--- config.mk ---
export PLATFORM = sky130hd
export DESIGN_NAME = ata_disk_request_engine_top
export DESIGN_NICKNAME = d
export VERILOG_FILES = /design/src/hw/rtl/adre_pkg.sv /design/src/hw/rtl/adre_front.sv /design/src/hw/rtl/adre_div.sv /design/src/hw/rtl/adre_back.sv /design/src/hw/rtl/ata_disk_request_engine_top.sv
export SDC_FILE = /design/constraint.sdc
export NUM_CORES = 1
export LEC_CHECK = 0
export BUFFER_PORTS_ARGS = -buffer_cell sky130_fd_sc_hd__buf_4
export CAP_MARGIN = 20
export CORE_ASPECT_RATIO = 0.7
export CORE_MARGIN = 4
export CORE_UTILIZATION = 24
export DETAILED_ROUTE_END_ITERATION = 16
export PLACE_DENSITY = 0.44
export SETUP_SLACK_MARGIN = 0.4
export SLEW_MARGIN = 20
export SYNTH_ARGS = -nofsm -noshare
export SYNTH_HDL_FRONTEND = slang
export SYNTH_HIERARCHICAL = 1
export SYNTH_SLANG_ARGS = --single-unit
--- constraint.sdc ---
create_clock -name clk -period 8.5 [get_ports clk]
set_input_delay 0.85 -clock clk [delete_from_list [all_inputs] [get_ports clk]]
set_output_delay 0.85 -clock clk [all_outputs]
set_load 0.1 [all_outputs]
--- src/hw/rtl/adre_pkg.sv ---
package adre_pkg;

	localparam logic [1:0] ACT_START   = 2'd0;
	localparam logic [1:0] ACT_IRQ     = 2'd1;
	localparam logic [1:0] ACT_TIMEOUT = 2'd2;
	localparam logic [1:0] ACT_RESTART = 2'd3;

	localparam logic [2:0] KIND_CMD     = 3'd0;
	localparam logic [2:0] KIND_WCHUNK  = 3'd1;
	localparam logic [2:0] KIND_RCHUNK  = 3'd2;
	localparam logic [2:0] KIND_DONE    = 3'd3;
	localparam logic [2:0] KIND_REQUEUE = 3'd4;

	localparam logic [2:0] CMD_READ_DMA    = 3'd0;
	localparam logic [2:0] CMD_WRITE_DMA   = 3'd1;
	localparam logic [2:0] CMD_READ_MULTI  = 3'd2;
	localparam logic [2:0] CMD_WRITE_MULTI = 3'd3;
	localparam logic [2:0] CMD_READ        = 3'd4;
	localparam logic [2:0] CMD_WRITE       = 3'd5;

	localparam logic [2:0] REG_LBA_ENABLE  = 3'd0;
	localparam logic [2:0] REG_SPT         = 3'd1;
	localparam logic [2:0] REG_HEAD_COUNT  = 3'd2;
	localparam logic [2:0] REG_SPI         = 3'd3;
	localparam logic [2:0] REG_DMA_ALLOWED = 3'd4;

	localparam logic [2:0] MAX_RETRIES = 3'd3;
	localparam logic [9:0] MAX_SECTORS = 10'd256;
	localparam logic [2:0] RETRY_SAT   = 3'd7;

	typedef struct packed {
		logic        lba_enable;
		logic [7:0]  sectors_per_track;
		logic [4:0]  head_count;
		logic [4:0]  sectors_per_interrupt;
		logic        dma_allowed;
	} cfg_t;

	typedef struct packed {
		logic [1:0]  action;
		logic [27:0] block_address;
		logic [17:0] byte_count;
		logic        is_read;
		logic        dma_setup_ok;
		logic        status_error;
		logic        crc_error;
		logic        dma_done_ok;
		logic        data_ready;
	} item_t;

	typedef struct packed {
		logic [2:0]  result_kind;
		logic [2:0]  command_code;
		logic [15:0] cylinder;
		logic [3:0]  head;
		logic [7:0]  sector;
		logic [8:0]  sector_count;
		logic        lba_mode;
		logic [17:0] chunk_offset;
		logic [17:0] chunk_bytes;
		logic        failed;
		logic [17:0] residual;
		logic        last;
	} res_t;

endpackage

--- src/hw/rtl/adre_front.sv ---
module adre_front (
	input  logic            clk,
	input  logic            arst_n,
	input  logic            push,
	output logic            full,
	input  adre_pkg::item_t in_item,
	output logic            item_valid,
	output adre_pkg::item_t item,
	input  logic            item_pop
);

	adre_pkg::item_t ent_q [2];
	logic            rd_q;
	logic            wr_q;
	logic [1:0]      cnt_q;
	logic            do_push;

	assign full       = (cnt_q == 2'd2);
	assign do_push    = push && !full;
	assign item_valid = (cnt_q != 2'd0);
	assign item       = ent_q[rd_q];

	always_ff @(posedge clk) begin
		if (do_push) begin
			ent_q[wr_q] <= in_item;
		end
	end

	always_ff @(posedge clk or negedge arst_n) begin
		if (!arst_n) begin
			rd_q  <= 1'b0;
			wr_q  <= 1'b0;
			cnt_q <= 2'd0;
		end else begin
			if (do_push) begin
				wr_q <= !wr_q;
			end
			if (item_pop) begin
				rd_q <= !rd_q;
			end
			cnt_q <= cnt_q + {1'b0, do_push} - {1'b0, item_pop};
		end
	end

endmodule

--- src/hw/rtl/adre_div.sv ---
module adre_div (
	input  logic        clk,
	input  logic        arst_n,
	input  logic        start,
	input  logic [27:0] dividend,
	input  logic [12:0] divisor,
	output logic        done,
	output logic [27:0] quotient,
	output logic [12:0] remainder
);

	logic        busy_q;
	logic        done_q;
	logic [4:0]  cnt_q;
	logic [27:0] quo_q;
	logic [12:0] rem_q;
	logic [12:0] div_q;
	logic [13:0] trial;
	logic        ge;
	logic [13:0] diff;

	assign trial     = {rem_q, quo_q[27]};
	assign ge        = (trial >= {1'b0, div_q});
	assign diff      = trial - {1'b0, div_q};
	assign done      = done_q;
	assign quotient  = quo_q;
	assign remainder = rem_q;

	always_ff @(posedge clk) begin
		if (start) begin
			quo_q <= dividend;
			rem_q <= 13'd0;
			div_q <= divisor;
		end else if (busy_q) begin
			quo_q <= {quo_q[26:0], ge};
			rem_q <= ge ? diff[12:0] : trial[12:0];
		end
	end

	always_ff @(posedge clk or negedge arst_n) begin
		if (!arst_n) begin
			busy_q <= 1'b0;
			done_q <= 1'b0;
			cnt_q  <= 5'd0;
		end else begin
			done_q <= 1'b0;
			if (start) begin
				busy_q <= 1'b1;
				cnt_q  <= 5'd0;
			end else if (busy_q) begin
				cnt_q <= cnt_q + 5'd1;
				if (cnt_q == 5'd27) begin
					busy_q <= 1'b0;
					done_q <= 1'b1;
				end
			end
		end
	end

endmodule

--- src/hw/rtl/adre_back.sv ---
module adre_back (
	input  logic            clk,
	input  logic            arst_n,
	input  adre_pkg::cfg_t  cfg,
	input  logic            item_valid,
	input  adre_pkg::item_t item,
	output logic            item_pop,
	output logic            empty,
	input  logic            pop,
	output adre_pkg::res_t  res
);

	localparam logic [3:0] ST_IDLE   = 4'd0;
	localparam logic [3:0] ST_DISP   = 4'd1;
	localparam logic [3:0] ST_INTCHK = 4'd2;
	localparam logic [3:0] ST_XFER   = 4'd3;
	localparam logic [3:0] ST_DIV1   = 4'd4;
	localparam logic [3:0] ST_DIV2   = 4'd5;
	localparam logic [3:0] ST_CMD    = 4'd6;
	localparam logic [3:0] ST_TAIL   = 4'd7;
	localparam logic [3:0] ST_FIN    = 4'd8;

	logic [3:0]      state_q;
	adre_pkg::item_t item_q;
	logic [27:0]     start_block_q;
	logic [17:0]     rem_q;
	logic [17:0]     done_q;
	logic [17:0]     chunk_q;
	logic            reading_q;
	logic            dma_q;
	logic [2:0]      retry_q;
	logic            fallen_q;
	logic [15:0]     cyl_q;
	logic [3:0]      hd_q;
	logic [7:0]      sec_q;
	adre_pkg::res_t  pend_q;
	logic            pend_v_q;

	adre_pkg::res_t  oq_q [4];
	logic [1:0]      oq_rd_q;
	logic [1:0]      oq_wr_q;
	logic [2:0]      oq_cnt_q;

	logic [7:0]      spt_eff;
	logic [4:0]      hc_eff;
	logic [4:0]      spi_eff;
	logic [12:0]     spc;
	logic [17:0]     xfer;
	logic [17:0]     cur_min;
	logic [17:0]     rem_sub;
	logic [18:0]     cnt_sum;
	logic [9:0]      cnt_raw;
	logic [8:0]      sec_cnt;
	logic            use_dma;
	logic            irq_err;
	logic            tmo_fb;
	logic [2:0]      retry0;
	logic            tmo_req;
	logic [2:0]      cmd_code;

	logic            div_start;
	logic [27:0]     div_dividend;
	logic [12:0]     div_divisor;
	logic            div_done;
	logic [27:0]     div_quo;
	logic [12:0]     div_rem;

	logic            emit;
	adre_pkg::res_t  emit_res;
	logic            fin;
	logic            push;
	adre_pkg::res_t  push_res;
	logic            do_pop;

	assign spt_eff = (cfg.sectors_per_track == 8'd0) ? 8'd1 : cfg.sectors_per_track;
	assign hc_eff  = (cfg.head_count == 5'd0) ? 5'd1 : cfg.head_count;
	assign spi_eff = (cfg.sectors_per_interrupt == 5'd0) ? 5'd1 : cfg.sectors_per_interrupt;
	assign spc     = {5'd0, spt_eff} * {8'd0, hc_eff};
	assign xfer    = {4'd0, spi_eff, 9'd0};
	assign cur_min = (rem_q < xfer) ? rem_q : xfer;
	assign rem_sub = (rem_q > chunk_q) ? (rem_q - chunk_q) : 18'd0;
	assign cnt_sum = {1'b0, rem_q} + 19'd511;
	assign cnt_raw = cnt_sum[18:9];
	assign sec_cnt = (cnt_raw > adre_pkg::MAX_SECTORS) ? adre_pkg::MAX_SECTORS[8:0]
		: cnt_raw[8:0];
	assign use_dma = cfg.dma_allowed && !fallen_q && item_q.dma_setup_ok;
	assign irq_err = item_q.status_error || (dma_q && !item_q.dma_done_ok)
		|| (!dma_q && reading_q && !item_q.data_ready);
	assign tmo_fb  = dma_q && (retry_q == adre_pkg::MAX_RETRIES);
	assign retry0  = tmo_fb ? 3'd0 : retry_q;
	assign tmo_req = (retry0 < adre_pkg::MAX_RETRIES);

	always_comb begin
		if (use_dma) begin
			cmd_code = reading_q ? adre_pkg::CMD_READ_DMA : adre_pkg::CMD_WRITE_DMA;
		end else if (cur_min > 18'd512) begin
			cmd_code = reading_q ? adre_pkg::CMD_READ_MULTI : adre_pkg::CMD_WRITE_MULTI;
		end else begin
			cmd_code = reading_q ? adre_pkg::CMD_READ : adre_pkg::CMD_WRITE;
		end
	end

	assign div_start    = (state_q == ST_XFER && done_q == 18'd0 && !cfg.lba_enable)
		|| (state_q == ST_DIV1 && div_done);
	assign div_dividend = (state_q == ST_XFER) ? start_block_q : {15'd0, div_rem};
	assign div_divisor  = (state_q == ST_XFER) ? spc : {5'd0, spt_eff};

	adre_div u_div (
		.clk       (clk),
		.arst_n    (arst_n),
		.start     (div_start),
		.dividend  (div_dividend),
		.divisor   (div_divisor),
		.done      (div_done),
		.quotient  (div_quo),
		.remainder (div_rem)
	);

	always_comb begin
		emit     = 1'b0;
		fin      = 1'b0;
		emit_res = '0;
		case (state_q)
			ST_DISP: begin
				if (item_q.action == adre_pkg::ACT_TIMEOUT) begin
					emit = 1'b1;
					if (tmo_req) begin
						emit_res.result_kind = adre_pkg::KIND_REQUEUE;
					end else begin
						emit_res.result_kind = adre_pkg::KIND_DONE;
						emit_res.failed      = 1'b1;
						emit_res.residual    = rem_q;
					end
				end else if (item_q.action == adre_pkg::ACT_IRQ) begin
					if (irq_err) begin
						emit = 1'b1;
						if (item_q.crc_error || dma_q) begin
							emit_res.result_kind = adre_pkg::KIND_REQUEUE;
						end else begin
							emit_res.result_kind = adre_pkg::KIND_DONE;
							emit_res.failed      = 1'b1;
							emit_res.residual    = rem_q;
						end
					end else if (!dma_q && reading_q) begin
						emit                  = 1'b1;
						emit_res.result_kind  = adre_pkg::KIND_RCHUNK;
						emit_res.chunk_offset = done_q;
						emit_res.chunk_bytes  = chunk_q;
					end
				end
			end
			ST_INTCHK: begin
				if (rem_q == 18'd0) begin
					emit                 = 1'b1;
					emit_res.result_kind = adre_pkg::KIND_DONE;
				end
			end
			ST_CMD: begin
				emit                  = 1'b1;
				emit_res.result_kind  = adre_pkg::KIND_CMD;
				emit_res.command_code = cmd_code;
				emit_res.cylinder     = cyl_q;
				emit_res.head         = hd_q;
				emit_res.sector       = sec_q;
				emit_res.sector_count = sec_cnt;
				emit_res.lba_mode     = cfg.lba_enable;
			end
			ST_TAIL: begin
				if (!dma_q && !reading_q) begin
					emit                  = 1'b1;
					emit_res.result_kind  = adre_pkg::KIND_WCHUNK;
					emit_res.chunk_offset = done_q;
					emit_res.chunk_bytes  = cur_min;
				end
			end
			ST_FIN: begin
				fin = 1'b1;
			end
			default: begin
				emit = 1'b0;
			end
		endcase
	end

	assign push = pend_v_q && (emit || fin);
	always_comb begin
		push_res      = pend_q;
		push_res.last = fin;
	end

	assign item_pop = (state_q == ST_IDLE) && item_valid && (oq_cnt_q <= 3'd2);
	assign empty    = (oq_cnt_q == 3'd0);
	assign do_pop   = pop && !empty;
	assign res      = oq_q[oq_rd_q];

	always_ff @(posedge clk) begin
		if (push) begin
			oq_q[oq_wr_q] <= push_res;
		end
		if (emit) begin
			pend_q <= emit_res;
		end
		if (item_pop) begin
			item_q <= item;
		end
		if (state_q == ST_XFER) begin
			cyl_q <= start_block_q[23:8];
			hd_q  <= start_block_q[27:24];
			sec_q <= start_block_q[7:0];
		end
		if (state_q == ST_DIV1 && div_done) begin
			cyl_q <= (div_quo[27:16] != 12'd0) ? 16'hffff : div_quo[15:0];
		end
		if (state_q == ST_DIV2 && div_done) begin
			hd_q  <= div_quo[3:0];
			sec_q <= div_rem[7:0] + 8'd1;
		end
	end

	always_ff @(posedge clk or negedge arst_n) begin
		if (!arst_n) begin
			state_q       <= ST_IDLE;
			start_block_q <= 28'd0;
			rem_q         <= 18'd0;
			done_q        <= 18'd0;
			chunk_q       <= 18'd0;
			reading_q     <= 1'b0;
			dma_q         <= 1'b0;
			retry_q       <= 3'd0;
			fallen_q      <= 1'b0;
			pend_v_q      <= 1'b0;
			oq_rd_q       <= 2'd0;
			oq_wr_q       <= 2'd0;
			oq_cnt_q      <= 3'd0;
		end else begin
			if (push) begin
				oq_wr_q <= oq_wr_q + 2'd1;
			end
			if (do_pop) begin
				oq_rd_q <= oq_rd_q + 2'd1;
			end
			oq_cnt_q <= oq_cnt_q + {2'd0, push} - {2'd0, do_pop};
			if (emit) begin
				pend_v_q <= 1'b1;
			end else if (fin) begin
				pend_v_q <= 1'b0;
			end

			case (state_q)
				ST_IDLE: begin
					if (item_pop) begin
						state_q <= ST_DISP;
					end
				end
				ST_DISP: begin
					case (item_q.action)
						adre_pkg::ACT_START: begin
							start_block_q <= item_q.block_address;
							rem_q         <= item_q.byte_count;
							done_q        <= 18'd0;
							chunk_q       <= 18'd0;
							reading_q     <= item_q.is_read;
							dma_q         <= 1'b0;
							retry_q       <= 3'd0;
							state_q       <= ST_XFER;
						end
						adre_pkg::ACT_RESTART: begin
							state_q <= ST_XFER;
						end
						adre_pkg::ACT_TIMEOUT: begin
							if (tmo_fb) begin
								fallen_q <= 1'b1;
							end
							retry_q <= (retry0 < adre_pkg::RETRY_SAT) ? retry0 + 3'd1
								: adre_pkg::RETRY_SAT;
							state_q <= ST_FIN;
						end
						default: begin
							if (irq_err) begin
								if (item_q.crc_error) begin
									if (retry_q < adre_pkg::RETRY_SAT) begin
										retry_q <= retry_q + 3'd1;
									end
									if (retry_q >= adre_pkg::MAX_RETRIES) begin
										fallen_q <= 1'b1;
									end
								end else if (dma_q) begin
									fallen_q <= 1'b1;
								end
								state_q <= ST_FIN;
							end else begin
								if (dma_q || reading_q) begin
									rem_q <= rem_sub;
								end
								done_q  <= done_q + chunk_q;
								state_q <= ST_INTCHK;
							end
						end
					endcase
				end
				ST_INTCHK: begin
					state_q <= (rem_q == 18'd0) ? ST_FIN : ST_XFER;
				end
				ST_XFER: begin
					if (done_q != 18'd0) begin
						state_q <= ST_TAIL;
					end else if (cfg.lba_enable) begin
						state_q <= ST_CMD;
					end else begin
						state_q <= ST_DIV1;
					end
				end
				ST_DIV1: begin
					if (div_done) begin
						state_q <= ST_DIV2;
					end
				end
				ST_DIV2: begin
					if (div_done) begin
						state_q <= ST_CMD;
					end
				end
				ST_CMD: begin
					dma_q <= use_dma;
					if (use_dma) begin
						chunk_q <= rem_q;
					end
					state_q <= ST_TAIL;
				end
				ST_TAIL: begin
					if (!dma_q) begin
						chunk_q <= cur_min;
						if (!reading_q) begin
							rem_q <= (rem_q > cur_min) ? (rem_q - cur_min) : 18'd0;
						end
					end
					state_q <= ST_FIN;
				end
				ST_FIN: begin
					state_q <= ST_IDLE;
				end
				default: begin
					state_q <= ST_IDLE;
				end
			endcase
		end
	end

endmodule

--- src/hw/rtl/ata_disk_request_engine_top.sv ---
// ATA disk request engine. Requests are taken through a two-entry input queue
// and results leave through a four-entry output queue, so either side may stall
// on its own. One request is worked at a time. A CHS start, unlike an LBA start,
// sends the address through two passes of a shared 28-step restoring divider.
// Interrupts and restarts that issue a fresh command do the same work as a start.
// Configuration is written through cfg_we, cfg_index and cfg_data; the user
// must write it only while idle, as the block itself does not enforce this.
module ata_disk_request_engine_top (
	input  logic        clk,
	input  logic        arst_n,
	input  logic        cfg_we,
	input  logic [2:0]  cfg_index,
	input  logic [7:0]  cfg_data,
	input  logic        push,
	output logic        full,
	input  logic [1:0]  action,
	input  logic [27:0] block_address,
	input  logic [17:0] byte_count,
	input  logic        is_read,
	input  logic        dma_setup_ok,
	input  logic        status_error,
	input  logic        crc_error,
	input  logic        dma_done_ok,
	input  logic        data_ready,
	output logic        empty,
	input  logic        pop,
	output logic [2:0]  result_kind,
	output logic [2:0]  command_code,
	output logic [15:0] cylinder,
	output logic [3:0]  head,
	output logic [7:0]  sector,
	output logic [8:0]  sector_count,
	output logic        lba_mode,
	output logic [17:0] chunk_offset,
	output logic [17:0] chunk_bytes,
	output logic        failed,
	output logic [17:0] residual,
	output logic        last
);

	adre_pkg::cfg_t  cfg_q;
	adre_pkg::item_t in_item;
	adre_pkg::item_t item;
	logic            item_valid;
	logic            item_pop;
	adre_pkg::res_t  res;

	always_ff @(posedge clk or negedge arst_n) begin
		if (!arst_n) begin
			cfg_q.lba_enable            <= 1'b1;
			cfg_q.sectors_per_track     <= 8'd63;
			cfg_q.head_count            <= 5'd16;
			cfg_q.sectors_per_interrupt <= 5'd1;
			cfg_q.dma_allowed           <= 1'b1;
		end else if (cfg_we) begin
			case (cfg_index)
				adre_pkg::REG_LBA_ENABLE:  cfg_q.lba_enable            <= cfg_data[0];
				adre_pkg::REG_SPT:         cfg_q.sectors_per_track     <= cfg_data;
				adre_pkg::REG_HEAD_COUNT:  cfg_q.head_count            <= cfg_data[4:0];
				adre_pkg::REG_SPI:         cfg_q.sectors_per_interrupt <= cfg_data[4:0];
				adre_pkg::REG_DMA_ALLOWED: cfg_q.dma_allowed           <= cfg_data[0];
				default: begin
					cfg_q <= cfg_q;
				end
			endcase
		end
	end

	always_comb begin
		in_item.action        = action;
		in_item.block_address = block_address;
		in_item.byte_count    = byte_count;
		in_item.is_read       = is_read;
		in_item.dma_setup_ok  = dma_setup_ok;
		in_item.status_error  = status_error;
		in_item.crc_error     = crc_error;
		in_item.dma_done_ok   = dma_done_ok;
		in_item.data_ready    = data_ready;
	end

	adre_front u_front (
		.clk        (clk),
		.arst_n     (arst_n),
		.push       (push),
		.full       (full),
		.in_item    (in_item),
		.item_valid (item_valid),
		.item       (item),
		.item_pop   (item_pop)
	);

	adre_back u_back (
		.clk        (clk),
		.arst_n     (arst_n),
		.cfg        (cfg_q),
		.item_valid (item_valid),
		.item       (item),
		.item_pop   (item_pop),
		.empty      (empty),
		.pop        (pop),
		.res        (res)
	);

	assign result_kind  = res.result_kind;
	assign command_code = res.command_code;
	assign cylinder     = res.cylinder;
	assign head         = res.head;
	assign sector       = res.sector;
	assign sector_count = res.sector_count;
	assign lba_mode     = res.lba_mode;
	assign chunk_offset = res.chunk_offset;
	assign chunk_bytes  = res.chunk_bytes;
	assign failed       = res.failed;
	assign residual     = res.residual;
	assign last         = res.last;

endmodule

==> flow_metrics.py, run 1 <==
metrics = {
    "setup_path": {
        "crit_path_end_kind": "register",
        "cp_cell_sequence": "ha_1 > a211oi_1 > o21ai_0 > a21oi_2 > inv_2 > o21ai_0 > ha_1 > nor2_1 > o21ai_0 > o21ai_2 > a211o_2 > a2111oi_0 > a221oi_1 > o21ai_0",
        "critPathLaunchType": "register",
        "crit_type": "reg -> reg",
        "path_delay_family": "compound AO/OA/AOI/OAI gates",
        "critical_path.slowest_cell": "dfrtp_1",
        "critPathMaxStageDelay_ps": 630,
        "cp_max_fo": 16,
        "cpMostUsedCell": "o21ai_0",
        "worstPathArrival_ps": 5790,
        "critPathRequiredTime_ps": 9120,
        "path_buf_inv": 1,
    },
    "logic_synthesis": {
        "synth.area.mux_share_pct": 10.8,
        "synth_async_sr_flop_share_pct": 15.0,
        "synth-edff-count": 730,
        "synth_commonest_cells": "edfxtp_1, nand2_1, dfrtp_1, nor2_1, inv_1",
        "synth_fa_ha_area_share_pct": 4.31,
        "netlist.area_leader.share_pct": 57.6,
        "synth_compound_area_share_pct": 6.48,
        "post-synth-top-count-cell": "edfxtp_1",
        "synth-xor-area-share_pct": 1.68,
        "ys_top_cells_by_area": "edfxtp_1, dfrtp_1, mux4_2",
        "syn-instance-count": 2415,
        "syn-mean-instance-area_um2": 15.8,
        "syn_nets": 2603,
        "syn-cell-area_mm2": 0.0381,
        "yosysUniqueCellTypes": 101,
        "synthSimpleGateAreaFrac_pct": 7.45,
        "yosysTopAreaCell": "edfxtp_1",
        "yosysSeqAreaShare_pct": 66.9,
        "synth_top_family_by_area": "multiplexers",
        "synth-main-ff-cell": "edfxtp_1",
        "ys_warn_count": 6,
        "ys_ff_latch": 874,
    },
    "pwr": {
        "power.switching_mw": 7.56,
        "irDropWorstVdd_uv": 281,
        "p_sw_share_pct": 41.6,
        "power.internal_mw": 10.6,
        "p_comb_share_pct": 40.0,
        "cellPowerDensity_mw_per_mm2": 405,
        "p_seq_share_pct": 37.4,
        "pwr-share-clk_pct": 22.6,
        "p_leak_nw": 16.1,
    },
    "place": {
        "place_inst": 4608,
        "dp_hpwl_um": 67500,
        "port_buffers": 171,
        "gp_congestion": 0.834,
    },
    "clocking": {
        "clock_sinks": 874,
        "cts-root-buf": "clkbuf_16",
        "cts-buffers-inserted": 96,
        "cts_hold_buf": 0,
        "post-cts-setup-buffers": 0,
        "cts_tree": "yes",
        "htree_levels": 3,
        "clk_pin_slew_ps": 70,
        "cts-resized-gates": 0,
        "insertion_delay_ps": 710,
        "max-clock-path-buffers": 3,
    },
    "status": {
        "status": "finished clean",
    },
    "floorplan": {
        "core_area_mm2": 0.157,
        "initial_core_util_pct": 24.3,
        "rows": 121,
        "fp.dieArea_mm2": 0.165,
        "die_y_um": 341,
        "die_w_um": 484,
        "ios": 172,
    },
    "timing": {
        "relSlewSlack_pct": 30.5,
        "clock.fmax_mhz": 194,
        "worst_slew_pin_slew_ps": 1040,
        "fin_setup_tns_ps": 0,
        "slew_violations": 0,
        "finalCriticalPeriod_ps": 5170,
        "fin_worst_skew_ps": 46.0,
        "finalCritPeriodShare_pct": 60.8,
        "finalSetupViolCount": 0,
        "grt_setup_unrepaired": "false",
        "finalHoldViolCount": 0,
    },
    "finish": {
        "syn2layout_area_growth_pct": 17.9,
        "final_layout_size_suffix_gt1_share_pct": 23.8,
        "final_nets": 2803,
        "layoutNonFillerInstCount": 4789,
    },
    "detailed_routing": {
        "viasPerCell": 4.35,
        "wirelength_um": 97800,
        "firstDrtPassIters": 5,
        "drt_iter0_drc": 1442,
        "drt-wirelength-per-cell_um": 20.4,
        "ant_nets": 0,
        "drc": 0,
        "vias": 20800,
    },
    "global_route": {
        "antenna_found_initial": 5,
        "grt_first_pass_wirelength_um": 146000,
        "track_usage_pct": 11.7,
        "grt-ovfl-total": 0,
        "grt_max_degree": 69,
        "grt_pass1_vias": 21000,
    },
    "min_path": {
        "worst_hold_path_type": "in -> async",
    },
    "job": {
        "cap_viol_max_count": 0,
    },
}
layout by cell type, fill, tap and decap left out, types with 29 or more instances in the layout:
cell | netlist | layout
xnor2_1 | 42 | 42
dfrtp_1 | 121 | 117
ha_1 | 96 | 96
o21ai_0 | 72 | 71
nand3_1 | 31 | 30
a21oi_1 | 68 | 68
clkbuf_16 | 0 | 96
nor2_1 | 109 | 105
mux4_2 | 100 | 100
edfxtp_1 | 730 | 730
nand2_1 | 152 | 152
clkbuf_1 | 72 | 29
and3_1 | 37 | 36
and2_1 | 64 | 60
inv_1 | 102 | 102
xor2_1 | 31 | 31
nor2b_1 | 35 | 34
a22o_1 | 34 | 34
mux2_2 | 81 | 81
mux2_4 | 58 | 58
buf_4 | 1 | 197
kinds of logic after synthesis:
group / after synthesis
other: 1
multiplexers: 248
AND/OR/NAND/NOR: 548
AO/OA/AOI/OAI: 352
adder cells (fa/ha/maj): 118
buffers and inverters: 201
XOR/XNOR: 73
flip-flops: 874
per-layer routing:
| layer | global-route usage (%) | share of wire (%) | vias to the layer above |
|---|---|---|---|
| met4 | 2.81 | 1.8 | 0 |
| li1 | - | - | 9638 |
| met1 | 18.2 | 52 | 10600 |
| met2 | 16.3 | 42 | 442 |
| met5 | 0 | 0 | - |
| met3 | 2.68 | 5.1 | 106 |
stage by stage:
stage	hold slack (ps)	setup slack, ps	instance area [um^2]	utilization [%]	power, mW
final	186	3330	44900	28.7	18.2
after CTS	165	3350	44900	28.7	18.5
after floorplan	433	2160	38100	-	12.2
after global routing	206	2830	44900	28.7	19.2
after detailed placement	464	3410	41800	26.7	14.2
after global placement	457	3490	41700	26.7	14.3
worst reg2reg max path, stage by stage, from the launching register on:
cell and delay (ps):
dfrtp_1 630, ha_1 330, a211oi_1 210, o21ai_0 140, a21oi_2 630, inv_2 260
o21ai_0 440, ha_1 290, nor2_1 90, o21ai_0 450, o21ai_2 210, a211o_2 520
a2111oi_0 610, a221oi_1 130, o21ai_0 170
final timing paths:
path,from,end,slack [ps],depth (start not counted)
hold reg to reg,u_back/item_q[42],u_back/start_block_q[18],470,1
max in group asynchronous,arst_n,cfg_q[3],6850,2
setup reg to reg,u_back/rem_q[11],u_back/rem_q[4],3330,14
hold / removal,arst_n,u_back/start_block_q[8],190,1
min in group clk,block_address[6],u_front/ent_q[0][30],330,1
setup / recovery,u_back/rem_q[11],u_back/rem_q[4],3330,14
final cells by class:
cell class,instances,area (um^2)
Clock inverter,51,564
Fill cell,15800,112000
Antenna cell,2,5.00
Timing Repair Buffer,198,1490
Tap cell,2091,2620
Inverter,105,394
Multi-Input combinational cell,1340,11800
Clock buffer,128,2550
Sequential cell,874,25500
power groups by stage:
| stage | clock (mW) | combinational (mW) | sequential [mW] |
|---|---|---|---|
| 2_1_floorplan | 0 | 5.85 | 6.36 |
| 3_3_place_gp | 0 | 7.41 | 6.87 |
| 3_5_place_dp | 0 | 7.36 | 6.89 |
| 4_1_cts | 4.28 | 7.38 | 6.80 |
| 5_1_grt | 4.46 | 7.83 | 6.92 |
| 6_report | 4.11 | 7.27 | 6.79 |
sequential cells by signal, indices dropped and copies added, names as in the netlist, 2 cells and up:
register and flops:
u_back/state_q 4, u_front/ent_q 108, u_back/cyl_q 16, u_back/oq_cnt_q 3
u_back/start_block_q 28, u_back/retry_q 3, u_back/u_div/remainder 13, u_back/u_div/cnt_q 5
u_back/sec_q 8, u_back/chunk_q 18, u_back/u_div/div_q 13, u_back/rem_q 18
u_back/done_q 18, u_back/u_div/quotient 28, u_back/oq_wr_q 2, u_back/pend_q 99
u_back/oq_rd_q 2, cfg_q 20, u_back/hd_q 4, u_back/oq_q 400
u_back/item_q 54, u_front/cnt_q 2
(Power assumes the default switching activity.)
==> inputs of run 2 (changes only) <==
--- a/config.mk
+++ b/config.mk
@@ -11,7 +11,7 @@
 export CORE_MARGIN = 4
 export CORE_UTILIZATION = 24
 export DETAILED_ROUTE_END_ITERATION = 16
-export PLACE_DENSITY = 0.44
+export PLACE_DENSITY = 0.45
 export SETUP_SLACK_MARGIN = 0.4
 export SLEW_MARGIN = 20
 export SYNTH_ARGS = -nofsm -noshare
==> constraint.sdc (replaced) <==
create_clock -name clk -period 4.6 [get_ports clk]
set_input_delay 0.46 -clock clk [delete_from_list [all_inputs] [get_ports clk]]
set_output_delay 0.46 -clock clk [all_outputs]
set_load 0.1 [all_outputs]
==> flow_metrics.py, run 2 (synthesis results as in run 1) <==
metrics = {
    "timing": {
        "fin_hold_ws_ps": 85.1,
        "clock.fmax_mhz": 241,
        "finalSetupViolCount": 0,
        "finalCritPeriodShare_pct": 90.2,
        "finalCriticalPeriod_ps": 4150,
        "relSlewSlack_pct": 36.0,
        "finalHoldViolCount": 0,
        "fin_worst_skew_ps": 35.8,
        "slew_violations": 0,
        "fin_setup_tns_ps": 0,
        "grt_setup_unrepaired": "true",
        "worst_slew_pin_slew_ps": 957,
    },
    "floorplan": {
        "initial_core_util_pct": 24.3,
        "rows": 121,
        "core_area_mm2": 0.157,
        "die_w_um": 484,
        "die_y_um": 341,
        "ios": 172,
        "fp.dieArea_mm2": 0.165,
    },
    "pwr": {
        "p_leak_nw": 16.7,
        "cellPowerDensity_mw_per_mm2": 739,
        "totalPowerFinal_mw": 34.2,
        "irDropWorstVdd_uv": 463,
    },
    "clocking": {
        "clock_sinks": 874,
        "insertion_delay_ps": 700,
        "cts_tree": "yes",
        "cts-root-buf": "clkbuf_16",
        "clk_pin_slew_ps": 60,
        "cts-buffers-inserted": 94,
        "max-clock-path-buffers": 3,
        "htree_levels": 3,
    },
    "setup_path": {
        "worstPathArrival_ps": 4580,
        "critPathLaunchType": "register",
        "path_delay_family": "adder cells",
        "rrSetupSlack_ps": 450,
        "crit_type": "reg -> reg",
        "critPathRequiredTime_ps": 5030,
        "crit_path_end_kind": "register",
        "critical_path.slowest_cell": "fa_1",
        "path_buf_inv": 5,
        "cp_max_fo": 3,
        "critPathMaxStageDelay_ps": 530,
        "cp_cell_sequence": "nor4_4 > a21oi_2 > nand2b_4 > fa_1 > fa_1 > fa_1 > inv_2 > ha_4 > a21o_1 > a21oi_2 > o21bai_1 > a21oi_2 > buf_4 > buf_6 > buf_6 > buf_6 > xor2_1 > nor2_1",
    },
    "status": {
        "status": "finished clean",
    },
    "global_route": {
        "grt_max_degree": 101,
        "grt_first_pass_wirelength_um": 145000,
        "grt_pass1_vias": 21500,
        "grt-ovfl-total": 0,
        "antenna_found_initial": 10,
        "track_usage_pct": 11.6,
    },
    "place": {
        "gp_congestion": 0.800,
        "dp_hpwl_um": 66500,
        "port_buffers": 171,
    },
    "detailed_routing": {
        "viasPerCell": 4.31,
        "firstDrtPassIters": 5,
        "drc": 0,
        "drt_iter0_drc": 1513,
        "vias": 21200,
        "ant_nets": 0,
        "drt-wirelength-per-cell_um": 19.8,
        "wirelength_um": 97300,
    },
    "finish": {
        "top_regs": "u_back/oq_q (400), u_front/ent_q (108), u_back/pend_q (99)",
        "final_nets": 2923,
        "syn2layout_area_growth_pct": 21.5,
        "layout_commonest_cell": "edfxtp_1",
        "final_cell_mix": "edfxtp_1, buf_4, nand2_1",
        "final_layout_size_suffix_gt1_share_pct": 25.8,
        "largest_register_ffs": 400,
        "num-fill-cells": 15700,
        "top_register": "u_back/oq_q",
        "fin_util_pct": 29.5,
    },
    "min_path": {
        "worst_hold_path_type": "in -> reg",
    },
    "job": {
        "cap_viol_max_count": 0,
    },
}
==> run 2: cell types whose count changed in the layout (fill, tap and decap cells not counted), moves of 4 or more <==
cell,before,now
clkbuf_8,3,8
a21oi_2,4,10
clkinv_1,15,5
dlygate4sd3_1,0,58
buf_12,0,13
diode_2,2,6
buf_4,197,245
clkinv_2,10,16
a21oi_1,68,61
==> run 2: worst paths after layout <==
path                                    from                       end  depth (start not counted)
setup / recovery                   cfg_q[18]     u_back/u_div/div_q[8]                         18
hold / removal                   cfg_data[3]                 cfg_q[14]                          2
setup reg to reg                   cfg_q[18]     u_back/u_div/div_q[8]                         18
hold reg to reg            u_back/item_q[35]  u_back/start_block_q[11]                          1
max in group asynchronous             arst_n          u_back/done_q[1]                          3
min in group asynchronous             arst_n   u_back/start_block_q[8]                          2
==> run 2: layout make-up <==
| type | instances | area [um^2] | area share, % |
|---|---|---|---|
| Sequential cell | 874 | 25500 | 55.1 |
| Multi-Input combinational cell | 1340 | 11900 | 25.6 |
| Timing Repair Buffer | 320 | 2730 | 5.89 |
| Tap cell | 2091 | 2620 | 5.66 |
| Clock buffer | 130 | 2570 | 5.55 |
| Clock inverter | 47 | 581 | 1.26 |
| Inverter | 105 | 394 | 0.852 |
| Antenna cell | 6 | 15.0 | 0.0325 |
==> run 2: worst reg2reg max path, stage by stage, from the launching register on <==
cell,delay (ps)
dfrtp_1,410
nor4_4,310
a21oi_2,100
nand2b_4,150
fa_1,500
fa_1,430
fa_1,530
inv_2,50
ha_4,220
a21o_1,160
a21oi_2,160
o21bai_1,100
a21oi_2,190
buf_4,140
buf_6,80
buf_6,80
buf_6,80
xor2_1,130
nor2_1,70
==> run 2: power by group <==
group          switching (mW)  internal [mW]
Combinational            9.53           4.72
Sequential               1.42           10.9
Clock                    3.24           4.41
==> run 2: stage by stage <==
stage / cells / setup slack (ps) / area, um^2
4_1_cts: 4900 / 403 / 46100
3_5_place_dp: 4654 / 63.8 / 42300
2_1_floorplan: 2415 / 406 / 38100
5_1_grt: 4909 / 282 / 46200
3_3_place_gp: 4654 / 24.6 / 42300
6_report: 4913 / 451 / 46200
==> run 2: repair_timing <==
action,4_1_cts,5_1_grt
setup buffers,11,7
pin swaps,14,9
endpoints found under the setup margin,3,18
hold buffers,58,0
hold endpoints to repair,168,0
resized for setup,10,10
==> run 2: routing by layer <==
metal	part of all wire (%)	global-route usage [%]	routed length (um)	vias to the layer above
li1	-	-	-	9900
met1	52	18.0	50700	10800
met2	42	16.4	40400	369
met3	4.6	2.53	4450	117
met4	1.7	2.56	1700	2
met5	0.013	0	13	-
==> inputs of run 3 (changes only) <==
--- a/config.mk
+++ b/config.mk
@@ -11,7 +11,7 @@
 export CORE_MARGIN = 4
 export CORE_UTILIZATION = 24
 export DETAILED_ROUTE_END_ITERATION = 16
-export PLACE_DENSITY = 0.45
+export PLACE_DENSITY = 0.44
 export SETUP_SLACK_MARGIN = 0.4
 export SLEW_MARGIN = 20
 export SYNTH_ARGS = -nofsm -noshare
==> constraint.sdc (replaced) <==
create_clock -name clk -period 4.3 [get_ports clk]
set_input_delay 0.43 -clock clk [delete_from_list [all_inputs] [get_ports clk]]
set_output_delay 0.43 -clock clk [all_outputs]
set_load 0.1 [all_outputs]
==> flow_metrics.py, run 3 (synthesis results as in run 1) <==
metrics = {
    "status": {
        "status": "finished clean",
    },
    "timing": {
        "fin_worst_skew_ps": 38.7,
        "finalCritPeriodShare_pct": 95.8,
        "fin_setup_tns_ps": 0,
        "clock.fmax_mhz": 243,
        "finalHoldViolCount": 0,
        "slew_violations": 0,
        "worst_slew_pin_slew_ps": 1030,
        "finalSetupViolCount": 0,
        "grt_setup_unrepaired": "true",
        "relSlewSlack_pct": 30.8,
        "finalCriticalPeriod_ps": 4120,
        "fin_ws_ps": 181,
    },
    "place": {
        "dp_hpwl_um": 67300,
        "pre_cts_slack_ps": 70.9,
        "gp_congestion": 0.820,
        "port_buffers": 171,
    },
    "global_route": {
        "antenna_found_initial": 5,
        "grt_pass1_vias": 21700,
        "grt_max_degree": 101,
        "grt-ovfl-total": 0,
        "grt_first_pass_wirelength_um": 148000,
        "track_usage_pct": 11.8,
    },
    "pwr": {
        "irDropWorstVdd_uv": 457,
        "cellPowerDensity_mw_per_mm2": 797,
        "p_leak_nw": 16.9,
    },
    "finish": {
        "final_cell_mix": "edfxtp_1, buf_4, nand2_1",
        "top_register": "u_back/oq_q",
        "num-fill-cells": 15700,
        "final_layout_size_suffix_gt1_share_pct": 26.7,
        "largest_register_ffs": 400,
        "top_regs": "u_back/oq_q (400), u_front/ent_q (108), u_back/pend_q (99)",
        "syn2layout_area_growth_pct": 22.4,
        "final_nets": 2940,
        "layout_commonest_cell": "edfxtp_1",
        "multiInputGateArea_mm2": 0.0119,
        "ff_latch_area_mm2": 0.0255,
    },
    "detailed_routing": {
        "wirelength_um": 98200,
        "vias": 21300,
        "firstDrtPassIters": 5,
        "viasPerCell": 4.33,
        "drc": 0,
        "drt-wirelength-per-cell_um": 19.9,
        "ant_nets": 0,
        "drt_iter0_drc": 1461,
    },
    "setup_path": {
        "critPathRequiredTime_ps": 4750,
        "crit_type": "reg -> reg",
        "worstPathArrival_ps": 4560,
        "cp_max_fo": 3,
        "critPathLaunchType": "register",
        "crit_path_end_kind": "register",
    },
    "min_path": {
        "worst_hold_path_type": "in -> reg",
    },
    "floorplan": {
        "die_y_um": 341,
        "ios": 172,
        "initial_core_util_pct": 24.3,
        "core_area_mm2": 0.157,
        "die_w_um": 484,
        "rows": 121,
        "fp.dieArea_mm2": 0.165,
    },
    "clocking": {
        "clk_pin_slew_ps": 60,
        "max-clock-path-buffers": 3,
        "cts-buffers-inserted": 95,
        "cts_tree": "yes",
        "htree_levels": 3,
        "insertion_delay_ps": 720,
        "clock_sinks": 874,
        "cts-root-buf": "clkbuf_16",
    },
    "job": {
        "cap_viol_max_count": 0,
    },
}
-- run 3: cell count changes in the layout (fill, tap and decap cells not counted), moves of 3 or more --
cell and change:
a21oi_2 +3, buf_12 +5, buf_4 +8, bufinv_16 +4
clkbuf_1 -11, clkbuf_16 +4, clkinv_1 +8, diode_2 -3
dlygate4sd3_1 +4, o21ai_0 -3
-- run 3: through the flow --
stage	power (mW)	area, um^2	hold WS, ps	util, %	instances
detailed placement	28.6	42400	464	27.1	4665
finish	37.1	46600	76.1	29.8	4926
global route	39.2	46600	28.2	29.8	4926
CTS	37.5	46400	8.15	29.7	4915
floorplan	24.1	38100	134	-	2415
global placement	28.7	42400	463	27.1	4665
-- run 3: worst max-delay path, cell delays in order, from the launching register on --
cell	delay, ps
dfrtp_1	390
nor4_2	300
a21oi_1	130
nand2b_4	150
fa_1	500
fa_1	440
fa_1	530
inv_2	40
ha_4	210
a21o_1	170
a21oi_2	160
o21bai_2	100
a21oi_2	190
o21ai_2	80
a21o_1	170
a21oi_2	130
xnor2_1	120
nor2_1	50
-- run 3: final cells by class --
cell class                 count  area share (%)
timing repair buffer         336            6.26
inverter                     105           0.846
sequential                   874            54.7
tap                         2091            5.62
antenna                        3          0.0161
clock inverter                56            1.43
multi-input combinational   1340            25.5
clock buffer                 121            5.58
-- run 3: worst paths after layout --
check	start	end	slack, ps	cells past startpoint
hold reg to reg	u_back/item_q[40]	u_back/start_block_q[16]	480	1
setup / recovery	cfg_q[18]	u_back/u_div/div_q[12]	180	17
max in group asynchronous	arst_n	u_back/done_q[0]	3030	3
min in group asynchronous	arst_n	u_back/start_block_q[8]	380	2
setup reg to reg	cfg_q[18]	u_back/u_div/div_q[12]	180	17
hold / removal	cfg_data[0]	cfg_q[0]	80	2
-- run 3: report_power, final --
group	switching, mW	internal [mW]	total [mW]
clock network	3.50	5.03	8.52
registers	1.57	11.6	13.2
logic	10.3	5.16	15.4
total	15.3	21.8	37.1
-- run 3: routing by layer --
metal / up-vias / wire length, um / GRT usage (%) / share of wire [%]
met3: 106 / 5570 / 2.97 / 5.7
met4: 0 / 1800 / 2.84 / 1.8
met2: 452 / 41000 / 16.6 / 42
met5: - / 0 / 0 / 0
li1: 9924 / - / - / -
met1: 10900 / 49900 / 18.0 / 51
-- run 3: timing repair --
item                                   in CTS  in global routing
pin swaps                                  10                 10
setup endpoints to repair                  11                 22
buffers inserted                           11                  8
hold buffers                               62                  0
resized for setup                           9                 19
cloned                                      0                  0
endpoints found under the hold margin     186                  0
